`config.mk`:
```
export PLATFORM = sky130hd
export DESIGN_NAME = lru_keyed_cache_core
export DESIGN_NICKNAME = d
export VERILOG_FILES = /design/src/design/lkc_pkg.sv /design/src/design/lru_keyed_cache_core.sv
export SDC_FILE = /design/constraint.sdc
export NUM_CORES = 2
export LEC_CHECK = 0
export ABC_AREA = 1
export BUFFER_PORTS_ARGS = -buffer_cell sky130_fd_sc_hd__buf_2
export CORE_MARGIN = 4
export CORE_UTILIZATION = 45
export CTS_BUF_LIST = sky130_fd_sc_hd__clkbuf_4 sky130_fd_sc_hd__clkbuf_8
export CTS_CLUSTER_DIAMETER = 30
export DETAILED_ROUTE_END_ITERATION = 6
export PLACE_DENSITY = 0.64
export SLEW_MARGIN = 10
export SYNTH_ARGS = -nofsm -noshare
export SYNTH_HDL_FRONTEND = slang
export SYNTH_SLANG_ARGS = --single-unit
export TNS_END_PERCENT = 10
```
`constraint.sdc`:
```
create_clock -name clk -period 27.4 [get_ports clk]
set_clock_uncertainty 0.15 [all_clocks]
set_input_delay 1.37 -clock clk [delete_from_list [all_inputs] [get_ports clk]]
set_output_delay 1.37 -clock clk [all_outputs]
set_load 0.03 [all_outputs]
```
`src/design/lkc_pkg.sv`:
```
// lkc_pkg: shared types and constants for the keyed lru cache
// request and response structs, kind codes, controller states
// no dependencies
`default_nettype none

package lkc_pkg;

	localparam int ENTRIES_DEF     = 8;
	localparam int VALUE_WIDTH_DEF = 32;
	localparam int KEY_W           = 64;
	localparam int STAMP_W         = 64;
	localparam int FIELD_VAL_W     = 32;
	localparam int COUNT_W         = 4;

	localparam logic [1:0] KIND_PUT   = 2'd0;
	localparam logic [1:0] KIND_GET   = 2'd1;
	localparam logic [1:0] KIND_CLEAR = 2'd2;

	typedef struct packed {
		logic [1:0]             kind;
		logic [KEY_W-1:0]       key_high;
		logic [KEY_W-1:0]       key_low;
		logic [FIELD_VAL_W-1:0] value;
	} req_t;

	typedef struct packed {
		logic                   status;
		logic                   hit;
		logic [FIELD_VAL_W-1:0] value_out;
		logic [COUNT_W-1:0]     count;
	} rsp_t;

	typedef enum logic [1:0] {
		S_IDLE,
		S_SCAN,
		S_UPDATE,
		S_RESULT
	} state_t;

endpackage

`default_nettype wire

```
`src/design/lru_keyed_cache_core.sv`:
```
// lru_keyed_cache_core: fully associative key/value cache with lru replacement
// slot keys, values and stamps sit in one synchronous memory, valid bits in flops
// depends on lkc_pkg
//
//   channel  direction  payload        handshake
//   req      in         lkc_pkg::req_t req_valid / req_stall
//   rsp      out        lkc_pkg::rsp_t rsp_valid / rsp_stall
//
// put and get scan all slots: one memory read per slot through the single
// read port, a compare on each registered read, then the update and result states
// clear, rejected put and the unused kind skip the scan and go to update, then result
// reset clears valid bits, count and use counter at once; no clearing pass
// a result waiting under rsp_stall does not block the next request
`default_nettype none

module lru_keyed_cache_core #(
	parameter int ENTRIES     = lkc_pkg::ENTRIES_DEF,
	parameter int VALUE_WIDTH = lkc_pkg::VALUE_WIDTH_DEF
) (
	input  wire logic          clk,
	input  wire logic          arst_n,
	input  wire logic          req_valid,
	output logic               req_stall,
	input  wire lkc_pkg::req_t req,
	output logic               rsp_valid,
	input  wire logic          rsp_stall,
	output lkc_pkg::rsp_t      rsp
);

	import lkc_pkg::*;

	localparam int AW       = $clog2(ENTRIES);
	localparam int CW       = $clog2(ENTRIES + 1);
	localparam int EW       = 2 * KEY_W + VALUE_WIDTH + STAMP_W;
	localparam int VAL_OFF  = STAMP_W;
	localparam int KL_OFF   = STAMP_W + VALUE_WIDTH;
	localparam int KH_OFF   = STAMP_W + VALUE_WIDTH + KEY_W;
	localparam int VAL_KEEP = (VALUE_WIDTH < FIELD_VAL_W) ? VALUE_WIDTH : FIELD_VAL_W;
	localparam logic [FIELD_VAL_W-1:0] VAL_MASK =
		FIELD_VAL_W'((65'd1 << VAL_KEEP) - 65'd1);

	state_t state_q, state_d;
	req_t   req_q;

	logic [EW-1:0] mem [ENTRIES];
	logic [EW-1:0] rd_data_s1;
	logic          rd_vld_s1;
	logic [AW-1:0] rd_idx_s1;
	logic [AW:0]   scan_idx_q;
	logic          scan_issue;
	logic          scan_last;

	logic                   found_q;
	logic [AW-1:0]          match_idx_q;
	logic [VALUE_WIDTH-1:0] match_val_q;
	logic                   free_q;
	logic [AW-1:0]          victim_q;
	logic [STAMP_W-1:0]     best_q;

	logic [ENTRIES-1:0] valid_q, valid_d;
	logic [CW-1:0]      count_q, count_d;
	logic [STAMP_W-1:0] use_ctr_q, use_ctr_d;

	logic               mem_we;
	logic [AW-1:0]      wr_idx;
	logic [EW-1:0]      wr_data;
	rsp_t               res_q, res_d;
	rsp_t               rsp_q;
	logic               rsp_valid_q;

	logic               accept;
	logic               load_rsp;
	logic [FIELD_VAL_W-1:0] val_m;
	logic [KEY_W-1:0]   rd_kh, rd_kl;
	logic [STAMP_W-1:0] rd_stamp;
	logic [VALUE_WIDTH-1:0] rd_val;
	logic               rd_hit;
	logic [STAMP_W-1:0] ctr_inc;
	logic [CW+COUNT_W-1:0] count_ext;

	assign req_stall  = (state_q != S_IDLE);
	assign accept     = req_valid && !req_stall;
	assign rsp_valid  = rsp_valid_q;
	assign rsp        = rsp_q;
	assign load_rsp   = (state_q == S_RESULT) && (!rsp_valid_q || !rsp_stall);

	assign scan_issue = (state_q == S_SCAN) && (scan_idx_q < (AW + 1)'(ENTRIES));
	assign scan_last  = rd_vld_s1 && (rd_idx_s1 == AW'(ENTRIES - 1));

	assign rd_kh    = rd_data_s1[KH_OFF +: KEY_W];
	assign rd_kl    = rd_data_s1[KL_OFF +: KEY_W];
	assign rd_val   = rd_data_s1[VAL_OFF +: VALUE_WIDTH];
	assign rd_stamp = rd_data_s1[STAMP_W-1:0];
	assign rd_hit   = rd_vld_s1 && valid_q[rd_idx_s1] &&
		(rd_kh == req_q.key_high) && (rd_kl == req_q.key_low);

	assign val_m   = req_q.value & VAL_MASK;
	assign ctr_inc = use_ctr_q + STAMP_W'(1);

	// slot memory
	always_ff @(posedge clk) begin
		if (mem_we) begin
			mem[wr_idx] <= wr_data;
		end
		rd_data_s1 <= mem[scan_idx_q[AW-1:0]];
		rd_idx_s1  <= scan_idx_q[AW-1:0];
	end

	always_ff @(posedge clk or negedge arst_n) begin
		if (!arst_n) begin
			state_q     <= S_IDLE;
			rd_vld_s1   <= 1'b0;
			scan_idx_q  <= '0;
			valid_q     <= '0;
			count_q     <= '0;
			use_ctr_q   <= '0;
			rsp_valid_q <= 1'b0;
		end else begin
			state_q   <= state_d;
			rd_vld_s1 <= scan_issue;
			if (accept) begin
				scan_idx_q <= '0;
			end else if (scan_issue) begin
				scan_idx_q <= scan_idx_q + (AW + 1)'(1);
			end
			if (state_q == S_UPDATE) begin
				valid_q   <= valid_d;
				count_q   <= count_d;
				use_ctr_q <= use_ctr_d;
			end
			if (load_rsp) begin
				rsp_valid_q <= 1'b1;
			end else if (!rsp_stall) begin
				rsp_valid_q <= 1'b0;
			end
		end
	end

	// request capture, scan results, result and response registers
	always_ff @(posedge clk) begin
		if (accept) begin
			req_q   <= req;
			found_q <= 1'b0;
			free_q  <= 1'b0;
			victim_q <= '0;
			best_q  <= '1;
		end else if (rd_vld_s1) begin
			if (rd_hit && !found_q) begin
				found_q     <= 1'b1;
				match_idx_q <= rd_idx_s1;
				match_val_q <= rd_val;
			end
			if (!valid_q[rd_idx_s1]) begin
				free_q   <= 1'b1;
				victim_q <= rd_idx_s1;
				best_q   <= '0;
			end else if (rd_stamp < best_q) begin
				best_q   <= rd_stamp;
				victim_q <= rd_idx_s1;
			end
		end
		if (state_q == S_UPDATE) begin
			res_q <= res_d;
		end
		if (load_rsp) begin
			rsp_q <= res_q;
		end
	end

	always_comb begin
		state_d   = state_q;
		valid_d   = valid_q;
		count_d   = count_q;
		use_ctr_d = use_ctr_q;
		mem_we    = 1'b0;
		wr_idx    = found_q ? match_idx_q : victim_q;
		wr_data   = {req_q.key_high, req_q.key_low, VALUE_WIDTH'(val_m), ctr_inc};
		res_d     = '0;
		count_ext = '0;

		case (state_q)
			S_IDLE: begin
				if (accept) begin
					if ((req.kind == KIND_GET) ||
					    ((req.kind == KIND_PUT) && ((req.value & VAL_MASK) != '0))) begin
						state_d = S_SCAN;
					end else begin
						state_d = S_UPDATE;
					end
				end
			end
			S_SCAN: begin
				if (scan_last) begin
					state_d = S_UPDATE;
				end
			end
			S_UPDATE: begin
				case (req_q.kind)
					KIND_PUT: begin
						if (val_m == '0) begin
							res_d.status = 1'b1;
						end else begin
							mem_we    = 1'b1;
							use_ctr_d = ctr_inc;
							if (!found_q) begin
								valid_d[victim_q] = 1'b1;
								if (free_q) begin
									count_d = count_q + CW'(1);
								end
							end
						end
					end
					KIND_GET: begin
						if (found_q) begin
							mem_we    = 1'b1;
							use_ctr_d = ctr_inc;
							wr_data   = {req_q.key_high, req_q.key_low, match_val_q, ctr_inc};
							res_d.hit = 1'b1;
							res_d.value_out = FIELD_VAL_W'(match_val_q);
						end
					end
					KIND_CLEAR: begin
						valid_d   = '0;
						count_d   = '0;
						use_ctr_d = '0;
					end
					default: begin
					end
				endcase
				count_ext   = (CW + COUNT_W)'(count_d);
				res_d.count = count_ext[COUNT_W-1:0];
				state_d     = S_RESULT;
			end
			S_RESULT: begin
				if (load_rsp) begin
					state_d = S_IDLE;
				end
			end
			default: begin
				state_d = S_IDLE;
			end
		endcase
	end

`ifndef ASSERT_OFF
	a_count_matches_valid: assert property (@(posedge clk) disable iff (!arst_n)
		count_q == CW'($countones(valid_q)))
		else $error("valid count out of step with valid bits");

	a_count_bound: assert property (@(posedge clk) disable iff (!arst_n)
		count_q <= CW'(ENTRIES))
		else $error("valid count beyond slot total");

	a_match_valid: assert property (@(posedge clk) disable iff (!arst_n)
		(state_q == S_UPDATE) && (req_q.kind == KIND_GET) && found_q |->
		valid_q[match_idx_q])
		else $error("get hit on an invalid slot");

	a_update_to_result: assert property (@(posedge clk) disable iff (!arst_n)
		(state_q == S_UPDATE) |=> (state_q == S_RESULT))
		else $error("update not followed by result");

	a_scan_read_in_scan: assert property (@(posedge clk) disable iff (!arst_n)
		rd_vld_s1 |-> (state_q == S_SCAN))
		else $error("slot read data outside of scan");
`endif

endmodule

`default_nettype wire

```
* Word level (Yosys, flattened, before mapping) *
Memory sizes are Yosys's and may differ from the RTL's. A register that Yosys moved wholly into a read port is not among the register bits.
Index checks and enable logic that the tools add are counted.

word-level totals
  flip-flop bits (word level) = 429
  RAM bits = 1,792
  bits of input ports = 166
  output and inout bits = 40
  word-level logic and storage cells = 127
  memories = 1

operators by class
  add/sub/neg operators = 3
  $lt $le $gt $ge = 5
  eq/ne operators = 17
  multiplexer cells = 39
  bitwise operators = 3
  reductions and logical operators = 33

memory list
  name  depth  width  read ports  clocked after Yosys merged registers in  write ports  RTL line                    source
  mem   8      224    1           1                                        1            lru_keyed_cache_core.sv:45  logic [EW-1:0] mem [ENTRIES];

operators by type and width
  cell                     number
  $mux W96                 3
  $mux W64                 4
  $pmux W64 S3             1
  $eq A64 B64 Y1           2
  $add A64 B1 Y64 const B  1
  $lt A64 B64 Y1           1
  $mux W33                 1
  $logic_not A32 Y1        1
  $reduce_bool A32 Y1      1
  $mux W4                  5
  $mux W8                  2
  $pmux W8 S2              1
  $ne A2 B2 Y1 const B     6
  $logic_and A1 B1 Y1      10
  $mux W1                  10
  $mux W3                  3
  $add A4 B1 Y4 const B    2
  $lt A3 B4 Y1 const B     2
  $mux W2                  4
  $or A8 B8 Y8             1
  $pmux W2 S4              1
  $pmux W4 S2              1
  $reduce_and A2 Y1        4
  $reduce_and A4 Y1        2
  16 further kinds         31

* Longest topological paths before layout *
  word-level depth = 8
  depth in mapped cells = 18
  depth with buffers taken out = 17

* Worst setup path before layout *
No wires, ideal clock.

  path type = register to register
  start = register state_q[0]
  end = memory mem[0][0] (netlist name), enable pin
  setup time = 813 ps
  arrival time = 11,684 ps
  data required time = 26,437 ps
  setup slack = 14,754 ps
  stages on the path, launching flop included = 9
  buffers on the path = 2
  clock period less this slack = 12,646 ps
  path through = dfrtp_1 > inv_1 > ha_1 > clkbuf_1 > nand2_1 > o21ai_1 > buf_4 > nand3_1 > nor2_1

between the ends
  cells in the longest elaborated chain, start to end = 4

RTL lines
  item                           RTL line                     source
  from (decl)                    lru_keyed_cache_core.sv:42   state_t state_q, state_d;
  from (signal assigned)         lru_keyed_cache_core.sv:119  state_q <= state_d;
  $eq A2 B2 Y1                   lru_keyed_cache_core.sv:181  case (state_q)
  $mux W1                        lru_keyed_cache_core.sv:181
  $mux W1                        lru_keyed_cache_core.sv:102  if (mem_we) begin
  $mux W1 (not written as such)  lru_keyed_cache_core.sv:103  mem[wr_idx] <= wr_data;
  to (decl)                      lru_keyed_cache_core.sv:45

No other way between the ends.

* Worst setup path in the final report *
  start = register state_q[0]
  end = memory mem[7][196] (netlist name), enable pin

Same word-level chain as after synthesis.

==> flow_summary.ini <==
[clock_network]
cts_tree = done
cts.hold.buffers_added = 0
numCtsBuffers = 466
path_clk_slew_ns = 0.05
cts_root_buffer = clkbuf_8
post-cts-setup-buffer-count = 0
clk_path_buf_depth = 4
cts_resized = 0
clock-sinks = 2445
cts.htree.levels = 5
clock_latency_ns = 1.09

[yosys]
syn_area_um2 = 93700
synthTopCellsByArea = edfxtp_1 (66%), nor2_1 (6.8%), dfxtp_1 (6.3%)
syn_inst = 7470
synth_edf_count = 2065
ys_warn_count = 0
synth.most_common_cell = edfxtp_1
syn_area_per_cell_um2 = 12.5
synth_top_area_share_pct = 66.2
synth_top_cell_by_area = edfxtp_1
syn_nets = 7707
synthTopCellsByCount = edfxtp_1 (2065), nor2_1 (1703), o21ai_0 (1021)
ys.flop_type = edfxtp_1
ys_ff_latch = 2445
synth_cell_types = 52
ys_async_sr_fraction_pct = 3.44
ys_seq_area_share_pct = 74.8

[drt]
vias = 59400
first_pass_iters = 7
via_per_inst = 5.41
route.detailed.drc = 0
ant_nets = 0
wl_um = 231000
wl_per_cell_um = 21.0
drt-initial-drc-count = 5809

[sta]
final-setup-viol-count = 0
finalSetupTns_ns = 0
report.final.slew_viol_count = 0
tightest_slew_ns = 1.23
finalCritPeriodShare_pct = 28.7
whs_ns = 0.130
fin_ws_ns = 19.54
hold_viol_final = 0
fin_crit_ns = 7.86
fmax_ghz = 0.127
slew-limit-headroom_pct = 18.3
rsz0062_at_grt = no

[worst_setup_path]
startpoint = state_q[0]
path_max_fanout = 68
critical_path_arrival_ns = 8.34
cp_top_family = buffers and inverters
max_stage_delay_ns = 0.87
startpoint_type = register
path_depth = 12
cpMaxStageDelayCell = nor2_4
critPathBufInv = 7
crit_chain = inv_1, ha_2, buf_4, nand2_2, o21ai_4, buf_4, nand3_1, nor2_4, buf_4, buf_4, buf_4, buf_4
crit_type = reg -> reg
r2r_setup_slack_ns = 19.54
reg2reg_depth = 12
cp_common_cell = buf_4
endpoint_kind = register
timing.rr.end = mem[7][196]
r2r-start = state_q[0]
required_ns = 27.88
cp-endpoint = mem[7][196]

[placement]
port_buffers = 205
post-place-ws_ns = 19.42
gp_congestion = 0.879
dp_hpwl_um = 130000

[grt]
antenna_found_initial = 11
grt_usage_pct = 20.8
grt_pass1_wl_um = 349000
grt_max_degree = 192
grt_pass1_vias = 57600
overflow = 0

[die]
start_util_pct = 45.2
num_rows = 167
dieWidth_um = 464
fp.dieH_um = 464
die_area_um2 = 215000
io_pins = 206
core_region_area_um2 = 207000

[cells_and_area]
layout.nets = 8045
syn2layout_area_growth_pct = 15.3
post-route-util_pct = 52.1
layout-drive-gt1-share_pct = 14.2

[power_and_ir_drop]
leakagePower_nw = 38.1
ir_drop_mv = 0.0673
power_density_nw_per_um2 = 107

[min_path]
worstHoldPathType = in -> async

[flow_run]
cap_violations = 0

[status]
status = complete, no violations
registers in the layout, indices dropped and copies added (netlist names):
name	count
use_ctr_q	64
best_q	64
req_q	130
scan_idx_q	4
rd_idx_s1	3
found_q	1
count_q	4
match_idx_q	3
victim_q	3
state_q	2
mem	1792
rd_vld_s1	1
match_val_q	32
rsp	38
rsp_valid	1
val_m	32
res_q	38
rd_data_s1	224
free_q	1
valid_q	8
cells in the final DEF (no fill, tap or decap), types with 60 or more instances in the layout:
master        n
buf_4        75
nor2_1     1695
clkbuf_4    118
nand3_1     180
dfrtp_1      82
clkbuf_8    504
inv_1       318
clkinv_2     76
edfxtp_1   2065
nand4_1      97
a31oi_1     227
o21ai_0    1020
xor2_1       92
dfxtp_1     296
o22ai_1     253
nand2_1     413
bufinv_16    60
ha_1         70
buf_2       204
power breakdown:
| group | internal (mW) | total [mW] | switching, mW |
|---|---|---|---|
| clock | 2.43 | 3.97 | 1.54 |
| combinational | 0.796 | 2.73 | 1.94 |
| sequential | 4.59 | 4.88 | 0.289 |
| total | 7.82 | 11.6 | 3.77 |
through the flow:
step                      cells  area [um^2]  total power [mW]
after floorplan            7470        93700              6.78
after global placement    10100        97400              7.61
after detailed placement  10100        97400              7.68
after CTS                 11000       108000              11.7
after global routing      11000       108000              12.2
final                     11000       108000              11.6
cell type report:
class / count / area [um^2]
inverter: 325 / 1250
antenna: 5 / 12.5
clock inverter: 233 / 2750
timing repair buffer: 285 / 1700
fill: 17300 / 99100
tap: 2788 / 3490
clock buffer: 622 / 7820
multi-input combinational: 4285 / 20900
sequential: 2445 / 70000
layer usage:
metal	GRT usage (%)	part of all wire, %	vias to the layer above
li1	-	-	27600
met1	28.6	43	29300
met2	33.9	48	2131
met3	3.62	7.1	389
met4	6.56	2.5	2
met5	0	0.0087	-
worst min path at each step:
stage                              start               to  slack (ns)  cells past startpoint
after floorplan            scan_idx_q[1]     rd_idx_s1[1]        0.22                      0
after global placement    rd_data_s1[73]   match_val_q[9]        0.24                      0
after detailed placement  rd_data_s1[93]  match_val_q[29]        0.24                      0
after CTS                         arst_n    use_ctr_q[63]        0.04                      1
after global routing              arst_n    use_ctr_q[33]        0.08                      1
final                             arst_n    use_ctr_q[63]        0.13                      1
logic make-up (layout without fill, tap and decap cells):
group	after synthesis	after routing	share of synthesized area, %
fa+ha+maj	71	71	0.949
flops	2445	2445	74.8
other cells	0	5	0
buf+inv	740	1465	3.07
simple gates	2537	2537	11.1
compound gates	1580	1580	9.15
xor+xnor	97	97	0.915
Power figures use the tool's default switching activity.
